--- config.mk ---
export PLATFORM = sky130hd
export DESIGN_NAME = lidar_capsule_decoder
export DESIGN_NICKNAME = d
export VERILOG_FILES = /design/src/rtl/core/lcd_pkg.sv /design/src/rtl/core/lcd_front.sv /design/src/rtl/core/lcd_queue.sv /design/src/rtl/core/lcd_back.sv /design/src/rtl/core/lidar_capsule_decoder.sv
export SDC_FILE = /design/constraint.sdc
export NUM_CORES = 2
export LEC_CHECK = 0
export ABC_AREA = 1
export BUFFER_PORTS_ARGS = -buffer_cell sky130_fd_sc_hd__buf_2
export CORE_MARGIN = 4
export CORE_UTILIZATION = 35
export DETAILED_ROUTE_END_ITERATION = 10
export GPL_TIMING_DRIVEN = 0
export MAX_ROUTING_LAYER = met4
export PLACE_DENSITY = 0.59
export SLEW_MARGIN = 20
export SYNTH_ARGS = -nofsm -noshare
export SYNTH_HDL_FRONTEND = slang
export SYNTH_HIERARCHICAL = 1
export SYNTH_SLANG_ARGS = --single-unit
--- constraint.sdc ---
create_clock -name clock -period 5.8 [get_ports clock]
set_input_delay 0.29 -clock clock [delete_from_list [all_inputs] [get_ports clock]]
set_output_delay 0.29 -clock clock [all_outputs]
set_load 0.02 [all_outputs]
--- src/rtl/core/lcd_pkg.sv ---
// lcd_pkg: shared types and fixed constants of the lidar capsule decoder
// used by lcd_front, lcd_queue, lcd_back and lidar_capsule_decoder
// no dependencies
package lcd_pkg;

   localparam int BYTE_W       = 8;
   localparam int DIST_W       = 16;
   localparam int ANGLE_W      = 20;
   localparam int START_W      = 15;
   localparam int HEADER_BYTES = 4;

   // 1/64 degree to 1/2560 degree
   localparam int ANGLE_SCALE  = 40;

   // width of the scaled angle span and of the interpolation step
   localparam int DIV_W        = 20;

   localparam logic [START_W-1:0] FULL_TURN_Q6  = 15'd23040;
   localparam logic [ANGLE_W:0]   FULL_TURN_OUT = 21'd921600;

   // one capsule ready for the back end: its start, the next start, its bank
   typedef struct packed {
      logic               bank;
      logic [START_W-1:0] start;
      logic [START_W-1:0] next;
   } job_type;

   // distance write into the sample store
   typedef struct packed {
      logic              en;
      logic              bank;
      logic [DIST_W-1:0] data;
   } mem_wr_type;

   // fill state of the job queue
   typedef struct packed {
      logic       full;
      logic       empty;
   } q_status_type;

endpackage

--- src/rtl/core/lcd_front.sv ---
// lcd_front: byte framing, descriptor drop, start angle capture and bank control
// depends on lcd_pkg
module lcd_front #(
   parameter int SAMPLES          = 40,
   parameter int DESCRIPTOR_BYTES = 7
) (
   input  logic                          clock,
   input  logic                          reset,
   input  logic                          req_valid,
   output logic                          req_stall,
   input  logic [lcd_pkg::BYTE_W-1:0]    req_data_byte,
   output logic                          push,
   output lcd_pkg::job_type              push_job,
   input  lcd_pkg::q_status_type         q_status,
   input  logic                          pop,
   input  logic                          pop_bank,
   output lcd_pkg::mem_wr_type           wr,
   output logic [$clog2(SAMPLES)-1:0]    wr_idx
);

   localparam int CAPSULE_BYTES = lcd_pkg::HEADER_BYTES + 2 * SAMPLES;
   localparam int POS_W         = $clog2(CAPSULE_BYTES);
   localparam int IDX_W         = $clog2(SAMPLES);
   localparam int DESC_W        = $clog2(DESCRIPTOR_BYTES + 2);

   localparam logic [POS_W-1:0] POS_ANGLE_LO = POS_W'(2);
   localparam logic [POS_W-1:0] POS_ANGLE_HI = POS_W'(3);
   localparam logic [POS_W-1:0] POS_DATA     = POS_W'(lcd_pkg::HEADER_BYTES);
   localparam logic [POS_W-1:0] POS_END      = POS_W'(CAPSULE_BYTES - 1);

   logic [POS_W-1:0]                 pos_ff, pos_in;
   logic [DESC_W-1:0]                desc_ff, desc_in;
   logic [lcd_pkg::START_W-1:0]      held_ff, held_in;
   logic [lcd_pkg::BYTE_W-1:0]       low_ff, low_in;
   logic                             have_ff, have_in;
   logic                             bank_ff, bank_in;
   logic [1:0]                       busy_ff, busy_in;

   logic                             accept;
   logic                             in_desc;
   logic                             is_data;
   logic                             is_high;
   logic [POS_W-1:0]                 off;
   logic [lcd_pkg::START_W-1:0]      raw_angle;
   logic [lcd_pkg::START_W-1:0]      wrap_angle;

   // byte classification
   assign in_desc = (desc_ff != '0);
   assign is_data = (pos_ff >= POS_DATA);
   assign off     = pos_ff - POS_DATA;
   assign is_high = is_data && off[0];

   // hold a byte back while the job queue is full or the bank is still being read
   assign req_stall = !in_desc &&
                      (((pos_ff == POS_ANGLE_HI) && have_ff && q_status.full) ||
                       (is_high && busy_ff[bank_ff]));
   assign accept    = req_valid && !req_stall;

   // start angle, reduced below a full turn
   assign raw_angle  = {req_data_byte[6:0], low_ff};
   assign wrap_angle = (raw_angle >= lcd_pkg::FULL_TURN_Q6) ?
                       raw_angle - lcd_pkg::FULL_TURN_Q6 : raw_angle;

   // job towards the back end
   assign push           = accept && !in_desc && (pos_ff == POS_ANGLE_HI) && have_ff;
   assign push_job.bank  = bank_ff;
   assign push_job.start = held_ff;
   assign push_job.next  = wrap_angle;

   // distance write
   assign wr.en   = accept && !in_desc && is_high;
   assign wr.bank = bank_ff;
   assign wr.data = {req_data_byte, low_ff};
   assign wr_idx  = off[IDX_W:1];

   // next state of the framing registers
   always_comb begin
      pos_in  = pos_ff;
      desc_in = desc_ff;
      held_in = held_ff;
      low_in  = low_ff;
      have_in = have_ff;
      bank_in = bank_ff;
      busy_in = busy_ff;
      if (pop) begin
         busy_in[pop_bank] = 1'b0;
      end
      if (accept) begin
         if (in_desc) begin
            desc_in = desc_ff - DESC_W'(1);
         end else begin
            if (pos_ff == POS_ANGLE_LO) begin
               low_in = req_data_byte;
            end else if (pos_ff == POS_ANGLE_HI) begin
               held_in = wrap_angle;
               if (have_ff) begin
                  busy_in[bank_ff] = 1'b1;
                  bank_in          = !bank_ff;
               end
            end else if (is_data && !off[0]) begin
               low_in = req_data_byte;
            end
            if (pos_ff == POS_END) begin
               pos_in  = '0;
               have_in = 1'b1;
            end else begin
               pos_in = pos_ff + POS_W'(1);
            end
         end
      end
   end

   always_ff @(posedge clock) begin
      if (reset) begin
         pos_ff  <= '0;
         desc_ff <= DESC_W'(DESCRIPTOR_BYTES);
         held_ff <= '0;
         low_ff  <= '0;
         have_ff <= 1'b0;
         bank_ff <= 1'b0;
         busy_ff <= '0;
      end else begin
         pos_ff  <= pos_in;
         desc_ff <= desc_in;
         held_ff <= held_in;
         low_ff  <= low_in;
         have_ff <= have_in;
         bank_ff <= bank_in;
         busy_ff <= busy_in;
      end
   end

endmodule

--- src/rtl/core/lcd_queue.sv ---
// lcd_queue: two-entry job queue between the front and back ends
// depends on lcd_pkg
module lcd_queue (
   input  logic                  clock,
   input  logic                  reset,
   input  logic                  push,
   input  lcd_pkg::job_type      push_job,
   input  logic                  pop,
   output lcd_pkg::job_type      head,
   output lcd_pkg::q_status_type status
);

   lcd_pkg::job_type entry_ff [2];
   logic             wr_ptr_ff, wr_ptr_in;
   logic             rd_ptr_ff, rd_ptr_in;
   logic [1:0]       count_ff, count_in;

   assign head         = entry_ff[rd_ptr_ff];
   assign status.full  = (count_ff == 2'd2);
   assign status.empty = (count_ff == 2'd0);

   // pointer and fill count update
   always_comb begin
      wr_ptr_in = push ? !wr_ptr_ff : wr_ptr_ff;
      rd_ptr_in = pop ? !rd_ptr_ff : rd_ptr_ff;
      count_in  = count_ff + {1'b0, push} - {1'b0, pop};
   end

   always_ff @(posedge clock) begin
      if (reset) begin
         wr_ptr_ff <= 1'b0;
         rd_ptr_ff <= 1'b0;
         count_ff  <= '0;
      end else begin
         wr_ptr_ff <= wr_ptr_in;
         rd_ptr_ff <= rd_ptr_in;
         count_ff  <= count_in;
      end
   end

   // entry storage
   always_ff @(posedge clock) begin
      if (push) begin
         entry_ff[wr_ptr_ff] <= push_job;
      end
   end

endmodule

--- src/rtl/core/lcd_back.sv ---
// lcd_back: two-bank sample store, step divider and sample emission
// depends on lcd_pkg
module lcd_back #(
   parameter int SAMPLES = 40
) (
   input  logic                          clock,
   input  logic                          reset,
   input  lcd_pkg::job_type              head,
   input  logic                          q_empty,
   output logic                          pop,
   output logic                          busy,
   input  lcd_pkg::mem_wr_type           wr,
   input  logic [$clog2(SAMPLES)-1:0]    wr_idx,
   output logic                          rsp_valid,
   input  logic                          rsp_stall,
   output logic [lcd_pkg::ANGLE_W-1:0]   rsp_angle,
   output logic [lcd_pkg::DIST_W-1:0]    rsp_distance,
   output logic                          rsp_last
);

   localparam int IDX_W  = $clog2(SAMPLES);
   localparam int REM_W  = $clog2(SAMPLES);
   localparam int ADDR_W = $clog2(2 * SAMPLES);
   localparam int DIV_W  = lcd_pkg::DIV_W;
   localparam int RSH    = DIV_W + $clog2(SAMPLES);
   localparam int PROD_W = 2 * DIV_W + 1;

   localparam logic [REM_W:0]   DIVISOR  = (REM_W + 1)'(SAMPLES);
   localparam logic [IDX_W-1:0] LAST_IDX = IDX_W'(SAMPLES - 1);

   // rounded-up reciprocal of the sample count, exact for any span below 2^DIV_W
   localparam logic [DIV_W:0]   RECIP    =
      (DIV_W + 1)'(((64'd1 << RSH) + 64'(SAMPLES) - 64'd1) / 64'(SAMPLES));

   typedef enum logic [2:0] {
      ST_IDLE,
      ST_MUL,
      ST_REM,
      ST_FETCH,
      ST_SEND
   } state_type;

   state_type                      state_ff;
   logic [DIV_W-1:0]               base_ff;
   logic [DIV_W-1:0]               num_ff;
   logic [DIV_W-1:0]               quot_ff;
   logic [REM_W-1:0]               rem_ff;
   logic [DIV_W-1:0]               step_ff;
   logic [REM_W-1:0]               racc_ff;
   logic [IDX_W-1:0]               idx_ff;
   logic [lcd_pkg::DIST_W-1:0]     rd_data_ff;
   logic                           rsp_valid_ff;
   logic [lcd_pkg::ANGLE_W-1:0]    rsp_angle_ff;
   logic [lcd_pkg::DIST_W-1:0]     rsp_distance_ff;
   logic                           rsp_last_ff;

   logic [lcd_pkg::DIST_W-1:0]     mem [2 * SAMPLES];

   logic [lcd_pkg::START_W-1:0]    span;
   logic [PROD_W-1:0]              prod;
   logic [DIV_W-1:0]               quot_calc;
   logic [REM_W-1:0]               rem_calc;
   logic [REM_W:0]                 racc_sum;
   logic [REM_W:0]                 racc_sub;
   logic                           carry;
   logic [lcd_pkg::ANGLE_W:0]      angle_sum;
   logic [lcd_pkg::ANGLE_W:0]      angle_wrap;
   logic                           out_free;
   logic                           is_last;
   logic [ADDR_W-1:0]              wr_addr;
   logic [ADDR_W-1:0]              rd_addr;

   // angular span to the next capsule, wrapped past a full turn
   assign span = (head.start <= head.next) ? head.next - head.start :
                 lcd_pkg::FULL_TURN_Q6 + head.next - head.start;

   // per-sample step: quotient by reciprocal multiply, then remainder
   assign prod      = PROD_W'(num_ff) * PROD_W'(RECIP);
   assign quot_calc = DIV_W'(prod >> RSH);
   assign rem_calc  = REM_W'(num_ff - DIV_W'(quot_ff * DIV_W'(SAMPLES)));

   // step accumulator: quotient plus remainder carry
   assign racc_sum = {1'b0, racc_ff} + {1'b0, rem_ff};
   assign carry    = (racc_sum >= DIVISOR);
   assign racc_sub = racc_sum - DIVISOR;

   // sample angle wrapped below a full turn
   assign angle_sum  = {1'b0, base_ff} + {1'b0, step_ff};
   assign angle_wrap = (angle_sum >= lcd_pkg::FULL_TURN_OUT) ?
                       angle_sum - lcd_pkg::FULL_TURN_OUT : angle_sum;

   assign out_free = !rsp_valid_ff || !rsp_stall;
   assign is_last  = (idx_ff == LAST_IDX);
   assign pop      = (state_ff == ST_SEND) && out_free && is_last;
   assign busy     = (state_ff != ST_IDLE);

   // sample store, bank selects the half
   assign wr_addr = wr.bank ? ADDR_W'(SAMPLES) + ADDR_W'(wr_idx) : ADDR_W'(wr_idx);
   assign rd_addr = head.bank ? ADDR_W'(SAMPLES) + ADDR_W'(idx_ff) : ADDR_W'(idx_ff);

   always_ff @(posedge clock) begin
      if (wr.en) begin
         mem[wr_addr] <= wr.data;
      end
      rd_data_ff <= mem[rd_addr];
   end

   // sequencer and output register
   always_ff @(posedge clock) begin
      if (reset) begin
         state_ff     <= ST_IDLE;
         rsp_valid_ff <= 1'b0;
      end else begin
         if (rsp_valid_ff && !rsp_stall && (state_ff != ST_SEND)) begin
            rsp_valid_ff <= 1'b0;
         end
         unique case (state_ff)
            ST_IDLE: begin
               if (!q_empty) begin
                  base_ff  <= DIV_W'(head.start) * DIV_W'(lcd_pkg::ANGLE_SCALE);
                  num_ff   <= DIV_W'(span) * DIV_W'(lcd_pkg::ANGLE_SCALE);
                  state_ff <= ST_MUL;
               end
            end
            ST_MUL: begin
               quot_ff  <= quot_calc;
               state_ff <= ST_REM;
            end
            ST_REM: begin
               rem_ff   <= rem_calc;
               step_ff  <= '0;
               racc_ff  <= '0;
               idx_ff   <= '0;
               state_ff <= ST_FETCH;
            end
            ST_FETCH: begin
               state_ff <= ST_SEND;
            end
            ST_SEND: begin
               if (out_free) begin
                  rsp_valid_ff    <= 1'b1;
                  rsp_angle_ff    <= angle_wrap[lcd_pkg::ANGLE_W-1:0];
                  rsp_distance_ff <= rd_data_ff;
                  rsp_last_ff     <= is_last;
                  racc_ff         <= carry ? racc_sub[REM_W-1:0] : racc_sum[REM_W-1:0];
                  step_ff         <= step_ff + quot_ff + DIV_W'(carry);
                  idx_ff          <= idx_ff + IDX_W'(1);
                  state_ff        <= is_last ? ST_IDLE : ST_FETCH;
               end
            end
            default: begin
               state_ff <= ST_IDLE;
            end
         endcase
      end
   end

   assign rsp_valid    = rsp_valid_ff;
   assign rsp_angle    = rsp_angle_ff;
   assign rsp_distance = rsp_distance_ff;
   assign rsp_last     = rsp_last_ff;

endmodule

--- src/rtl/core/lidar_capsule_decoder.sv ---
// lidar_capsule_decoder: top level of the lidar capsule decoder
// depends on lcd_pkg, lcd_front, lcd_queue, lcd_back
//
//   channel   direction  handshake            payload
//   req       in         req_valid/req_stall  req_data_byte[7:0]
//   rsp       out        rsp_valid/rsp_stall  rsp_angle[19:0] rsp_distance[15:0] rsp_last
//
// the front takes one byte per cycle; it holds a byte back only while the job
// queue is full or the store bank it would write still holds samples not yet emitted
// each capsule passes the back end through a load step, the angle step (reciprocal
// multiply, then remainder) and, per sample, a store read and an output load
// reset is synchronous and clears framing, queue and sequencer; no clearing pass
// a stalled result holds in the output register and the sequencer waits behind it
module lidar_capsule_decoder #(
   parameter int SAMPLES          = 40,
   parameter int DESCRIPTOR_BYTES = 7
) (
   input  logic                          clock,
   input  logic                          reset,
   input  logic                          req_valid,
   output logic                          req_stall,
   input  logic [lcd_pkg::BYTE_W-1:0]    req_data_byte,
   output logic                          rsp_valid,
   input  logic                          rsp_stall,
   output logic [lcd_pkg::ANGLE_W-1:0]   rsp_angle,
   output logic [lcd_pkg::DIST_W-1:0]    rsp_distance,
   output logic                          rsp_last
);

   localparam int IDX_W = $clog2(SAMPLES);

   logic                      push;
   lcd_pkg::job_type          push_job;
   lcd_pkg::job_type          q_head;
   lcd_pkg::q_status_type     q_status;
   logic                      pop;
   logic                      back_busy;
   lcd_pkg::mem_wr_type       wr;
   logic [IDX_W-1:0]          wr_idx;

   // byte framing
   lcd_front #(
      .SAMPLES          (SAMPLES),
      .DESCRIPTOR_BYTES (DESCRIPTOR_BYTES)
   ) u_front (
      .clock         (clock),
      .reset         (reset),
      .req_valid     (req_valid),
      .req_stall     (req_stall),
      .req_data_byte (req_data_byte),
      .push          (push),
      .push_job      (push_job),
      .q_status      (q_status),
      .pop           (pop),
      .pop_bank      (q_head.bank),
      .wr            (wr),
      .wr_idx        (wr_idx)
   );

   // capsule jobs
   lcd_queue u_queue (
      .clock    (clock),
      .reset    (reset),
      .push     (push),
      .push_job (push_job),
      .pop      (pop),
      .head     (q_head),
      .status   (q_status)
   );

   // sample emission
   lcd_back #(
      .SAMPLES (SAMPLES)
   ) u_back (
      .clock        (clock),
      .reset        (reset),
      .head         (q_head),
      .q_empty      (q_status.empty),
      .pop          (pop),
      .busy         (back_busy),
      .wr           (wr),
      .wr_idx       (wr_idx),
      .rsp_valid    (rsp_valid),
      .rsp_stall    (rsp_stall),
      .rsp_angle    (rsp_angle),
      .rsp_distance (rsp_distance),
      .rsp_last     (rsp_last)
   );

`ifndef NO_ASSERTIONS
   // never overwrite the bank that is being emitted
   a_bank_apart: assert property (@(posedge clock) disable iff (reset)
      (wr.en && back_busy) |-> (wr.bank != q_head.bank))
      else $error("store write hits the bank being emitted");

   // no job is pushed into a full queue
   a_no_overflow: assert property (@(posedge clock) disable iff (reset)
      push |-> !q_status.full)
      else $error("job pushed into a full queue");

   // a capsule stays queued until its final sample is out
   a_job_held: assert property (@(posedge clock) disable iff (reset)
      (rsp_valid && !rsp_last) |-> !q_status.empty)
      else $error("job released before its final sample");
`endif

endmodule
=== After elaboration in Yosys (flattened, before gate mapping) ===
Memory sizes are Yosys's and may differ from the RTL's. A register that Yosys moved wholly into a read port is not among the register bits.
Index checks and enable logic that the tools add are counted.
W data, S select, Z words.

* Memories kept: 2
* Memory bits (writable): 1,342
* ROM bits: 0
* Register bits after elaboration: 170
* Bits in latches: 0
* Input port bits: 12

{| class="wikitable"
|+ Memories
! name !! words !! bits a word !! read ports !! clocked after memory_dff !! wr ports !! line !! RTL
|-
| u_back.mem || 80 || 16 || 1 || 1 || 1 || lcd_back.sv:57 || <nowiki>logic [lcd_pkg::DIST_W-1:0] mem [2 * SAMPLES];</nowiki>
|-
| u_queue.entry_ff || 2 || 31 || 1 || 1 || 1 || lcd_queue.sv:13 || <nowiki>lcd_pkg::job_type entry_ff [2];</nowiki>
|}

* Multipliers: 4
* Order comparisons: 9
* Div/mod/pow operators: 0
* Bitwise gates (word level): 7
* Reduce and logical (&&, ||, !) cells: 44
* Mux-type cells: 41
* Add/sub/neg operators: 19
* Equal/unequal tests: 13
* Shifts and indexed selects: 0

{| class="wikitable"
|+ Operators with widths
! kind !! number
|-
| $mux W20 || 2
|-
| $pmux W20 S2 || 1
|-
| $mul A17 B20 Y37 const B || 1
|-
| $mul A15 B3 Y17 const B || 2
|-
| $mux W15 || 2
|-
| $sub A15 B15 Y15 || 2
|-
| $mux W8 || 3
|-
| $pmux W6 S2 || 2
|-
| $add A20 B20 Y21 || 1
|-
| $ge A21 B20 Y1 const B || 1
|-
| $mux W7 || 3
|-
| $add A20 B1 Y20 || 1
|-
| $add A20 B15 Y20 || 1
|-
| $sub A20 B20 Y20 const B || 1
|-
| $mux W6 || 3
|-
| $logic_and A1 B1 Y1 || 17
|-
| $add A15 B15 Y15 const A || 1
|-
| $ge A15 B15 Y1 const B || 1
|-
| $le A15 B15 Y1 || 1
|-
| $mul A15 B3 Y3 const B || 1
|-
| $pmux W3 S5 || 1
|-
| $sub A15 B15 Y15 const B || 1
|-
| $add A6 B6 Y7 const A || 2
|-
| $eq A7 B2 Y1 const B || 2
|-
| other kinds (40) || 84
|}

=== Logic depth before layout (Yosys ltp) ===
* Depth after elaboration: 13
* Gate-level depth with buffers: 27
* Depth with buffers taken out: 26

=== By module ===
Netlist, hierarchy kept.

{| class="wikitable"
|+ Modules (own cells, without submodules)
! module !! cells an instance !! area an instance (um2) !! instances !! seq. area each (um2)
|-
| lcd_back || 5,561 || 65,851.9 || 1 || 42,380.6
|-
| lcd_queue || 127 || 2,468.6 || 1 || 1,961.9
|-
| lcd_front || 326 || 2,331.0 || 1 || 760.7
|}

=== Worst setup path after synthesis ===
No wires, ideal clock.

* Path type: flip-flop to flip-flop
* Start: register u_back.num_ff[5]
* End: register u_back.quot_ff[14], data pin
* Slack: 0.909 ns
* Stages on the path, launching flop included: 21
* Period minus slack after synthesis: 4.891 ns
* Path buffers: 0
* Arrival: 4.639 ns
* Cells stage by stage: edfxtp_1 > ha_1 > inv_1 > fa_1 > inv_1 > fa_1 > fa_1 > inv_1 > fa_1 > fa_1 > inv_1 > ha_1 > a21o_1 > a31oi_1 > o21ai_0 > a21oi_1 > nand2_1 > nand2_1 > nand2_1 > nand2_1 > nand2_1

* Cells in the longest elaborated chain, start to end: 1

{| class="wikitable"
|+ Ends and longest elaborated chain
! what !! line !! RTL
|-
| start, declared || lcd_back.sv:45 || <nowiki>logic [DIV_W-1:0] num_ff;</nowiki>
|-
| start signal, assigned || lcd_back.sv:121 || <nowiki>num_ff <= DIV_W'(span) * DIV_W'(lcd_pkg::ANGLE_SCALE);</nowiki>
|-
| $mul A17 B20 Y37 || lcd_back.sv:78 || <nowiki>assign prod = PROD_W'(num_ff) * PROD_W'(RECIP);</nowiki>
|-
| via u_back.prod[40] || lcd_back.sv:60 || <nowiki>logic [PROD_W-1:0] prod;</nowiki>
|-
| end signal, assigned || lcd_back.sv:126 || <nowiki>quot_ff <= quot_calc;</nowiki>
|-
| end, declared || lcd_back.sv:46 || <nowiki>logic [DIV_W-1:0] quot_ff;</nowiki>
|}

The timed path passes the listed nets, and every way through them passes these cells.
A chain may end at the register's enable or synchronous reset.

=== Final worst setup path ===
* Start: register u_back.num_ff[6]
* End: register u_back.quot_ff[12], data pin

Same word-level chain as after synthesis.

==> metrics.yaml <==
min_path:
  kind_of_path_behind_the_tightest_hold_check: "input pin to flop"
routing:
  drt_drc_violations_left: 0
  drtPass1Iterations: 8
  routed_wl_mm: 203.6
  drt_iter0_drc: 4921
  ant_nets: 0
  routed-via-count: 47560
  drt-vias-per-instance: 5.230
  wl_per_cell_um: 22.38
synthesis:
  postSynthRegisterBits: 1523
  synth-xor-area-share_pct: 0.9156
  post_synth_inst_count: 6014
  synthesis.area_mm2: 0.07065
  synth_top_cell_by_area: "sky130_fd_sc_hd__edfxtp_1"
  postSynthAreaPerCell_um2: 11.75
  synth.top_cells.by_count: "1460 x sky130_fd_sc_hd__edfxtp_1, 1011 x sky130_fd_sc_hd__nand2_1, 667 x sky130_fd_sc_hd__nor2_1, 484 x sky130_fd_sc_hd__o21ai_0, 413 x sky130_fd_sc_hd__inv_1"
  synth_warn: 6
  synth-edff-count: 1460
  synth.top_cell.area_share_pct: 62.05
  yosys.area_share.adder_pct: 7.537
  synthMuxAreaShare_pct: 2.123
  sequential_share_of_the_synthesized_area_pct: 63.84
  post_synth_and_or_nand_nor_area_fraction_pct: 11.90
  synth_most_common_cell: "sky130_fd_sc_hd__edfxtp_1"
  synthArstFlopShare_pct: 0
  largest_family_of_logic_cells_by_synthesized_area: "simple AND/OR/NAND/NOR gates"
  synth-main-ff-cell: "sky130_fd_sc_hd__edfxtp_1"
  yosys.cell_types.count: 60
  postSynthNetCount: 6391
  netlist_top_cells_area: "sky130_fd_sc_hd__edfxtp_1 62%, sky130_fd_sc_hd__nand2_1 5.4%, sky130_fd_sc_hd__ha_1 4.7%"
  complex_gate_fraction_of_the_synthesized_area_pct: 9.326
sta:
  fin_crit_ns: 5.480
  final.setup.worst_slack_ns: 0.3199
  finalSetupViolCount: 0
  unrepaired_setup_endpoints_after_global_routing: "no"
  min_period_over_period_pct: 94.49
  final_clock_skew_ns: 0.05604
  worst_slew_pin_slew_ns: 1.293
  maxSlewViolCount: 0
  max_freq_mhz: 182.5
  timing_hold_violations_final: 0
  timing.slew.headroom_pct: 13.20
power_and_ir_drop:
  p_leak_nw: 28.93
  power_density_mw_per_mm2: 277.7
  fin_total_pwr_mw: 22.45
  worst_ir_drop_on_vdd_mv: 0.2992
placed_design:
  hpwlAfterDp_mm: 138.3
  place_inst: 8781
  final_weighted_congestion_in_routability_driven_placement: 0.9357
  post-place-ws_ns: 0.1185
  port-buffer-count: 50
  dpl-instance-area_mm2: 0.07528
global_route:
  grt_pass1_wl_mm: 299.9
  global_route.usage.total_pct: 19.59
  initial_antenna_violation_count: 5
  grt_overflow: 0
  via_count_of_the_first_global_routing_pass: 46780
  grt_max_degree: 81
final_layout:
  postLayoutCellArea_mm2: 0.08084
  area.growth.synth_to_final_pct: 14.42
  nets: 6686
  n_fill_cell: 18890
  final_layout_size_suffix_gt1_share_pct: 10.94
  final_util_pct: 40.36
  stdcell_count: 9094
clocking:
  tritoncts.num_buffers: 162
  root_buffer: "sky130_fd_sc_hd__clkbuf_16"
  clk_latency_ns: 0.80
  ctsLongestPathBuffers: 3
  clock_slew_seen_by_the_registers_of_the_worst_setup_and_hold_paths_ns: 0.06
  tritoncts: "yes"
  htreeDepth: 4
  clock_sinks: 1523
critical_path:
  timing_worst_setup_path_type: "flop to flop"
  worstPathMaxFanout: 4
  req_time_crit_path_ns: 6.41
  cp_data_arrival_time_ns: 6.09
  critPathCaptureType: "flop"
  setup.reg_to_reg.worst_slack_ns: 0.32
  startpoint_type: "flop"
die:
  core.rowCount: 164
  die-width_um: 457.3
  die_area_mm2: 0.2091
  die_y_um: 457.3
  effective_utilization_at_floorplan_pct: 35.28
  top_level_ports: 51
  placeableCoreArea_mm2: 0.2003
status:
  run_status: "complete, no violations"
job:
  max-cap-violations: 0
[layer usage]
layer | GRT usage [%] | part of all wire [%] | up-vias | routed length (um)
li1 | - | - | 21960 | -
met1 | 24.62 | 41 | 23400 | 84060
met2 | 31.83 | 48 | 1834 | 97050
met3 | 3.205 | 7.1 | 367 | 14420
met4 | 7.524 | 3.9 | 0 | 8025
met5 | - | 0 | - | 0
[path summary, 6_finish.rpt]
kind,from,endpoint,depth (start not counted)
hold / removal,reset,u_queue/rd_ptr_ff,3
hold reg to reg,u_back/rd_data_ff[3],u_back/rsp_distance[3],0
setup / recovery,u_back/num_ff[6],u_back/quot_ff[12],20
setup reg to reg,u_back/num_ff[6],u_back/quot_ff[12],20
[worst max-delay path, cell delays in order, from the launching register on]
cell and delay, ns:
sky130_fd_sc_hd__edfxtp_1 0.45, sky130_fd_sc_hd__ha_1 0.34, sky130_fd_sc_hd__inv_1 0.08, sky130_fd_sc_hd__fa_1 0.58, sky130_fd_sc_hd__inv_1 0.09, sky130_fd_sc_hd__fa_1 0.47, sky130_fd_sc_hd__fa_1 0.55, sky130_fd_sc_hd__inv_1 0.05
sky130_fd_sc_hd__fa_1 0.49, sky130_fd_sc_hd__fa_1 0.54, sky130_fd_sc_hd__inv_1 0.05, sky130_fd_sc_hd__ha_1 0.32, sky130_fd_sc_hd__nand2_1 0.14, sky130_fd_sc_hd__nor3_1 0.22, sky130_fd_sc_hd__nand2_1 0.07, sky130_fd_sc_hd__nand3_1 0.22
sky130_fd_sc_hd__nand2_1 0.09, sky130_fd_sc_hd__nand2_1 0.10, sky130_fd_sc_hd__nand4_1 0.09, sky130_fd_sc_hd__nand2_1 0.13, sky130_fd_sc_hd__xor2_2 0.25
[placed cells by master, fill, tap and decap left out, drive strengths merged, types with 63 or more instances in the layout]
cell type / n
edfxtp: 1460
nand2: 1039
nor2: 692
o21ai: 504
inv: 435
clkbuf: 334
buf: 280
ha: 264
a21oi: 261
nand3: 232
o22ai: 164
o211ai: 119
mux2i: 115
fa: 101
dfxtp: 63
[layout make-up]
cell class / instances / area [um^2] / area share, %
Antenna cell: 2 / 5.005 / 0.006191
Buffer: 284 / 1460 / 1.806
Clock buffer: 210 / 4327 / 5.352
Clock inverter: 81 / 1007 / 1.246
Inverter: 430 / 1623 / 2.008
Multi-Input combinational cell: 3777 / 22770 / 28.17
Sequential cell: 1523 / 45100 / 55.80
Tap cell: 2656 / 3323 / 4.111
Timing Repair Buffer: 131 / 1215 / 1.503
[registers in the layout (all words and copies together), names as in the netlist, 8 cells and up, named ones only]
register	count
u_back/base_ff	17
u_back/mem	1280
u_back/num_ff	17
u_back/quot_ff	15
u_back/rd_data_ff	16
u_back/rsp_angle	20
u_back/rsp_distance	16
u_back/step_ff	20
u_front/held_ff	15
u_front/low_ff	8
u_queue/entry_ff	62
[metrics by stage]
| step | setup TNS, ns | hold slack, ns |
|---|---|---|
| after floorplan | 0 | 0.3612 |
| after global placement | -54.67 | 0.3924 |
| after detailed placement | 0 | 0.3887 |
| after CTS | 0 | 0.3138 |
| after global routing | 0 | 0.3742 |
| final | 0 | 0.3662 |
[cells by family after synthesis]
logic type | Yosys count
AND/OR/NAND/NOR | 2039
adder cells (fa/ha/maj) | 365
buffers and inverters | 714
XOR/XNOR | 73
AO/OA/AOI/OAI | 1154
flip-flops | 1523
multiplexers | 146
[where the power goes]
part | leakage [nW] | switching [mW] | internal [mW]
Sequential | 12.4 | 0.00107 | 11.9
Clock | 2.57 | 4.38 | 5.98
Combinational | 13.9 | 0.121 | 0.0213
Total | 28.9 | 4.50 | 17.9
[timing repair]
item | in CTS | in global routing
hold buffers | 11 | 0
gates resized for setup | 0 | 2
endpoints found under the hold margin | 36 | 0
setup buffers | 0 | 8
endpoints found under the setup margin | 0 | 6
(Power assumes the default switching activity.)
